<file path="src/design/ppz_pkg.sv">
// Shared types and constants for the point projection block with depth buffer.
// No dependencies; imported by ppz_rdiv and point_projection_zbuffer_top.
package ppz_pkg;

  // Signed width of a projected row sum: 32x20 products, three of them plus an offset.
  localparam int NW = 54;
  // Signed width of one coefficient-by-coordinate product.
  localparam int PW = 52;
  // Quotient bits: any quotient of 512 or more is outside every legal image.
  localparam int QW = 9;

  // Depth, hit count and intensity share one memory word.
  localparam int DEPTH_W = 19;
  localparam int HITS_W  = 8;
  localparam int INT_W   = 16;
  localparam int ZW      = DEPTH_W + HITS_W + INT_W;

  // Intensity scaling: r * 65535 / 150 through a reciprocal with one correction step.
  localparam int REFL_SAT  = 100;
  localparam int INT_DIV   = 150;
  localparam int RECIP_K   = 27962;
  localparam int RECIP_SH  = 22;

  localparam logic [1:0] KIND_LOAD = 2'd0;
  localparam logic [1:0] KIND_PROJ = 2'd1;
  localparam logic [1:0] KIND_READ = 2'd2;
  localparam logic [1:0] KIND_NONE = 2'd3;

  localparam logic [2:0] CFG_ROW0_L = 3'd0;
  localparam logic [2:0] CFG_ROW0_R = 3'd1;
  localparam logic [2:0] CFG_ROW1_L = 3'd2;
  localparam logic [2:0] CFG_ROW1_R = 3'd3;
  localparam logic [2:0] CFG_ROW2_L = 3'd4;
  localparam logic [2:0] CFG_ROW2_R = 3'd5;
  localparam logic [2:0] CFG_WIDTH  = 3'd6;
  localparam logic [2:0] CFG_HEIGHT = 3'd7;

  typedef struct packed {
    logic load;
    logic step;
  } ppz_div_ctl_t;

endpackage

</file>
<file path="src/design/ppz_rdiv.sv">
// Restoring divider, one quotient bit per step cycle, round-half-up, overflow flag.
// Depends on ppz_pkg.
module ppz_rdiv (
  input  logic                    clk,
  input  ppz_pkg::ppz_div_ctl_t   ctl,
  input  logic [ppz_pkg::NW-1:0]  num,
  input  logic [ppz_pkg::NW-1:0]  den,
  output logic [ppz_pkg::QW-1:0]  quot,
  output logic                    round_up,
  output logic                    overflow
);
  import ppz_pkg::*;

  localparam int TW = NW + QW;

  logic [NW-1:0] rem_r;
  logic [NW-1:0] den_r;
  logic [QW-1:0] q_r;
  logic [3:0]    cnt_r;
  logic          ovf_r;
  logic [TW-1:0] trial;
  logic          fits;

  assign trial = TW'(den_r) << cnt_r;
  assign fits  = TW'(rem_r) >= trial;

  always_ff @(posedge clk) begin
    if (ctl.load) begin
      rem_r <= num;
      den_r <= den;
      q_r   <= '0;
      cnt_r <= 4'(QW - 1);
      ovf_r <= TW'(num) >= (TW'(den) << QW);
    end else if (ctl.step) begin
      if (fits) begin
        rem_r        <= rem_r - trial[NW-1:0];
        q_r[cnt_r]   <= 1'b1;
      end
      cnt_r <= cnt_r - 4'd1;
    end
  end

  assign quot     = q_r;
  assign round_up = {rem_r, 1'b0} >= {1'b0, den_r};
  assign overflow = ovf_r;

endmodule
</file>
<file path="config.mk">
export PLATFORM = sky130hd
export DESIGN_NAME = ppz_rdiv
export DESIGN_NICKNAME = d
export VERILOG_FILES = /design/src/design/ppz_pkg.sv /design/src/design/ppz_rdiv.sv
export SDC_FILE = /design/constraint.sdc
export NUM_CORES = 1
export LEC_CHECK = 0
export BUFFER_PORTS_ARGS = -buffer_cell sky130_fd_sc_hd__buf_4
export CAP_MARGIN = 10
export CORE_MARGIN = 8
export CORE_UTILIZATION = 60
export DETAILED_ROUTE_END_ITERATION = 12
export PLACE_DENSITY = 0.93
export SLEW_MARGIN = 0
export SYNTH_ARGS = -nofsm -noshare
export SYNTH_HDL_FRONTEND = slang
export SYNTH_SLANG_ARGS = --single-unit
</file>
<file path="constraint.sdc">
create_clock -name clk -period 9.2 [get_ports clk]
set_input_delay 1.84 -clock clk [delete_from_list [all_inputs] [get_ports clk]]
set_output_delay 1.84 -clock clk [all_outputs]
set_load 0.02 [all_outputs]
</file>
==> impl_metrics.prom <==
# TYPE chip_impl_metric gauge
chip_impl_info{name="timing.critical_path.to_type",value="flop"} 1
chip_impl_metric{name="syn_avg_cell_area",unit="sq um"} 8.81
chip_impl_metric{name="required",unit="ns"} 9.27
chip_impl_metric{name="slew_headroom",unit="%"} 33.7
chip_impl_metric{name="pwr_density_cell",unit="nW/um^2"} 242
chip_impl_metric{name="vias_per_cell",unit=""} 6.66
chip_impl_metric{name="grt_usage",unit="%"} 30.0
chip_impl_metric{name="post_synth_and_or_nand_nor_area_fraction",unit="%"} 14.4
chip_impl_metric{name="cts_repair_resize_count",unit=""} 0
chip_impl_metric{name="fin_crit_sh",unit="%"} 70.5
chip_impl_info{name="run_status",value="finished clean"} 1
chip_impl_metric{name="number_of_flip_flops_and_latches_in_the_synthesized_netlist",unit=""} 122
chip_impl_metric{name="netlist-cell-type-count",unit=""} 79
chip_impl_info{name="timing.setup.critical_path_class",value="flop to flop"} 1
chip_impl_metric{name="post-place-ws",unit="ns"} 2.84
chip_impl_metric{name="synthCells",unit=""} 1449
chip_impl_metric{name="design.final.nets",unit=""} 1797
chip_impl_metric{name="p_total",unit="W"} 0.00347
chip_impl_metric{name="gr-total-overflow",unit=""} 0
chip_impl_metric{name="setup_viol_count_final",unit=""} 0
chip_impl_info{name="worstSetupStartpointType",value="flop"} 1
chip_impl_metric{name="drv.max_cap_violation_count",unit=""} 0
chip_impl_metric{name="fp-row-count",unit=""} 53
chip_impl_metric{name="power.static_leakage",unit="nW"} 6.51
chip_impl_info{name="ys_dominant_reg_cell",value="edfxtp_1"} 1
chip_impl_metric{name="cts_hold_buffers",unit=""} 0
chip_impl_metric{name="ys_seq_area_share",unit="%"} 27.7
chip_impl_metric{name="worst-path-max-fanout",unit=""} 28
chip_impl_metric{name="first_pass_iters",unit=""} 6
chip_impl_metric{name="cp_data_arrival_time",unit="ns"} 6.56
chip_impl_metric{name="fillerInstances",unit=""} 1670
chip_impl_metric{name="cts_htree_levels",unit=""} 4
chip_impl_info{name="min-delay-path-class",value="flop to flop"} 1
chip_impl_info{name="unrepaired_setup_endpoints_after_global_routing",value="no"} 1
chip_impl_metric{name="tns",unit="ns"} 0
chip_impl_metric{name="rrSetupSlack",unit="ns"} 2.72
chip_impl_metric{name="cts.path.max_buffers",unit=""} 2
chip_impl_metric{name="post_synth_xor_area_fraction",unit="%"} 2.47
chip_impl_metric{name="drt-wirelength-per-cell",unit="um"} 21.9
chip_impl_metric{name="floorplan.die_area",unit="sq um"} 26200
chip_impl_metric{name="synthAdderAreaFrac",unit="%"} 15.4
chip_impl_metric{name="initial_utilization",unit="%"} 60.9
chip_impl_metric{name="grt_first_pass_wirelength",unit="mm"} 62.7
chip_impl_metric{name="grt_start_max_net_pins",unit=""} 88
chip_impl_metric{name="finalWirelength",unit="mm"} 39.8
chip_impl_metric{name="fmaxAchievable",unit="MHz"} 154
chip_impl_metric{name="grt_antenna_before_repair",unit=""} 0
chip_impl_metric{name="count_of_synthesis_stage_warnings_from_yosys",unit=""} 0
chip_impl_metric{name="die_height",unit="um"} 162
chip_impl_metric{name="synth_compound_area_share",unit="%"} 20.7
chip_impl_metric{name="detailroute.via_count",unit=""} 12100
chip_impl_metric{name="antenna_left",unit=""} 0
chip_impl_metric{name="post-route-drc-count",unit=""} 0
chip_impl_metric{name="place_inst",unit=""} 1785
chip_impl_metric{name="gp_congestion",unit=""} 0.931
chip_impl_metric{name="clk_latency",unit="ns"} 0.43
chip_impl_metric{name="final_layout_size_suffix_gt1_share",unit="%"} 16.0
chip_impl_metric{name="area_growth",unit="%"} 12.7
chip_impl_metric{name="power.ir.vdd_worst",unit="uV"} 134
chip_impl_info{name="critical_path.reg2reg.endpoint",value="rem_r[26]$_DFFE_PP_"} 1
chip_impl_metric{name="timing.final.max_slew_violations",unit=""} 0
chip_impl_metric{name="setup_slack",unit="ns"} 2.72
chip_impl_metric{name="worstHoldPathCells",unit=""} 2
chip_impl_info{name="largest_family_of_logic_cells_by_synthesized_area",value="compound AO/OA/AOI/OAI gates"} 1
chip_impl_info{name="startpoint",value="cnt_r[0]$_SDFFE_PP0P_"} 1
chip_impl_metric{name="async_flop_share",unit="%"} 0
chip_impl_metric{name="core_area",unit="sq um"} 21000
chip_impl_metric{name="final-seq-area",unit="sq um"} 3540
chip_impl_metric{name="multi_input_comb_area",unit="sq um"} 8420
chip_impl_metric{name="detail_route.iter0.violations",unit=""} 1427
chip_impl_metric{name="final_hold_viol_count",unit=""} 0
chip_impl_metric{name="dp.final_hpwl",unit="mm"} 30.9
chip_impl_metric{name="synth_mux_area_share",unit="%"} 12.8
chip_impl_metric{name="dieWidth",unit="um"} 162
chip_impl_metric{name="post_layout_nonfiller_instances",unit=""} 1817
chip_impl_info{name="critical_path.endpoint",value="rem_r[26]$_DFFE_PP_"} 1
chip_impl_metric{name="buffer_ports.inserted",unit=""} 121
chip_impl_metric{name="syn_area",unit="sq um"} 12800
chip_impl_info{name="root_buffer",value="clkbuf_16"} 1
chip_impl_info{name="tritoncts",value="built"} 1
chip_impl_metric{name="syn_nets",unit=""} 1717
chip_impl_metric{name="worst_r2r_path_depth",unit=""} 14
chip_impl_metric{name="synth_edf_count",unit=""} 109
chip_impl_metric{name="antenna_cells_inserted",unit=""} 0
chip_impl_metric{name="skew",unit="ns"} 0.0125
chip_impl_info{name="reg2reg_from",value="cnt_r[0]$_SDFFE_PP0P_"} 1
chip_impl_metric{name="period_needed",unit="ns"} 6.48
chip_impl_metric{name="cts_setup_buffers",unit=""} 0
chip_impl_metric{name="clkSlewWorstSetupHoldPaths",unit="ns"} 0.06
chip_impl_metric{name="first_global_vias",unit=""} 11900
chip_impl_metric{name="num_clock_sinks",unit=""} 122
chip_impl_metric{name="tritoncts.num_buffers",unit=""} 17
chip_impl_metric{name="io_pins",unit=""} 122
chip_impl_metric{name="worst_slew_pin_slew",unit="ns"} 0.990
-- power breakdown --
part           total [W]  switching (W)  internal (W)
combinational    0.00196        0.00119      0.000770
clock           0.000658       0.000270      0.000388
sequential      0.000859       0.000118      0.000741
-- through the flow --
| step | utilization [%] | hold WS (ns) | instance area (sq um) |
|---|---|---|---|
| 2_1_floorplan | - | 0.522 | 12800 |
| 3_3_place_gp | 65.9 | 0.436 | 13800 |
| 3_5_place_dp | 65.9 | 0.443 | 13800 |
| 4_1_cts | 68.6 | 0.460 | 14400 |
| 5_1_grt | 68.6 | 0.482 | 14400 |
| 6_report | 68.6 | 0.458 | 14400 |
-- sequential cells by signal, indices dropped and copies added, names as in the netlist --
signal and cells:
cnt_r 4, rem_r 54, den_r 54, quot 9, overflow 1
-- Yosys cell counts, types with 16 or more instances --
master | count | area, sq um
mux4_2 | 39 | 878
nor2_1 | 87 | 327
inv_1 | 141 | 529
mux2i_1 | 56 | 561
a31oi_1 | 20 | 125
nand4_1 | 32 | 200
ha_1 | 156 | 1950
clkbuf_1 | 40 | 150
xnor2_1 | 20 | 175
nand3_1 | 25 | 125
mux2_2 | 17 | 191
edfxtp_1 | 109 | 3270
a21oi_1 | 119 | 596
a21o_1 | 54 | 405
nand2_1 | 153 | 574
o21ai_0 | 112 | 561
nor3_1 | 23 | 115
xor2_1 | 16 | 140
-- critical path, cell delays in order, from the launching register on --
cell	delay [ns]
dfxtp_2	0.81
clkinv_1	0.74
mux4_2	0.71
o21ai_0	0.27
o21ai_0	0.15
ha_1	0.44
and3_4	0.25
nand3_2	0.10
or3b_1	0.44
a311oi_2	0.37
o21ai_2	0.15
a21oi_4	0.19
nor2_2	0.11
o21ai_4	0.80
buf_4	0.53
-- cell families (layout without fill, tap and decap cells) --
family | Yosys count | after routing
buffers and inverters | 212 | 305
DFF | 122 | 122
muxes | 112 | 112
and+or+nand+nor | 392 | 392
AOI/OAI and AO/OA | 418 | 418
adders and majority gates | 157 | 157
xor gates and xnor gates | 36 | 36
-- how the worst min path moves through the flow --
stage | from | to
6_report | quot[8]$_SDFFE_PP0P_ | quot[8]$_SDFFE_PP0P_
5_1_grt | quot[5]$_SDFFE_PP0P_ | quot[5]$_SDFFE_PP0P_
4_1_cts | quot[8]$_SDFFE_PP0P_ | quot[8]$_SDFFE_PP0P_
3_5_place_dp | quot[3]$_SDFFE_PP0P_ | quot[3]$_SDFFE_PP0P_
3_3_place_gp | quot[8]$_SDFFE_PP0P_ | quot[8]$_SDFFE_PP0P_
2_1_floorplan | quot[8]$_SDFFE_PP0P_ | quot[8]$_SDFFE_PP0P_
-- layout by cell type, fill, tap and decap left out, drive strengths merged, types with 4 or more instances in the layout --
| cell type | synthesis | layout |
|---|---|---|
| nor3 | 23 | 23 |
| dfxtp | 13 | 13 |
| edfxtp | 109 | 109 |
| clkinv | 1 | 8 |
| o31ai | 6 | 6 |
| o41ai | 5 | 5 |
| o22ai | 5 | 5 |
| and3 | 10 | 10 |
| o21bai | 9 | 9 |
| xor2 | 16 | 16 |
| a311oi | 6 | 6 |
| a21oi | 121 | 121 |
| or4 | 4 | 4 |
| nand2b | 8 | 8 |
| or2 | 7 | 7 |
| mux2i | 56 | 56 |
| nand3 | 26 | 26 |
| o211ai | 10 | 10 |
| a31oi | 20 | 20 |
| a211oi | 11 | 11 |
| inv | 141 | 144 |
| xnor2 | 20 | 20 |
| o21ai | 119 | 119 |
| nand2 | 153 | 153 |
| buf | 30 | 131 |
| nand4 | 32 | 32 |
| and2 | 4 | 4 |
| ha | 156 | 156 |
| nor2b | 10 | 10 |
| nor2 | 88 | 88 |
| o2bb2ai | 5 | 5 |
| a21o | 54 | 54 |
| nor4 | 10 | 10 |
| mux2 | 17 | 17 |
| o221ai | 4 | 4 |
| mux4 | 39 | 39 |
| or3 | 4 | 4 |
| o211a | 4 | 4 |
| clkbuf | 40 | 22 |
| o21a | 14 | 14 |
-- per-layer routing --
metal | up-vias | share of wire, % | global-route usage [%] | routed length (um)
met4 | 0 | 3.3 | 12.2 | 1330
met1 | 5667 | 41 | 39.7 | 16100
li1 | 5534 | - | - | -
met2 | 788 | 46 | 47.2 | 18200
met3 | 109 | 11 | 6.07 | 4180
met5 | - | 0 | 0 | 0
-- area by class of cell --
| type | count | area share, % |
|---|---|---|
| Clock inverter | 10 | 0.426 |
| Clock buffer | 22 | 3.51 |
| Sequential cell | 122 | 24.6 |
| Tap cell | 275 | 2.39 |
| Inverter | 142 | 3.71 |
| Multi-Input combinational cell | 1115 | 58.5 |
| Timing Repair Buffer | 131 | 6.84 |
Note: power is estimated with default switching activity, not from simulation.
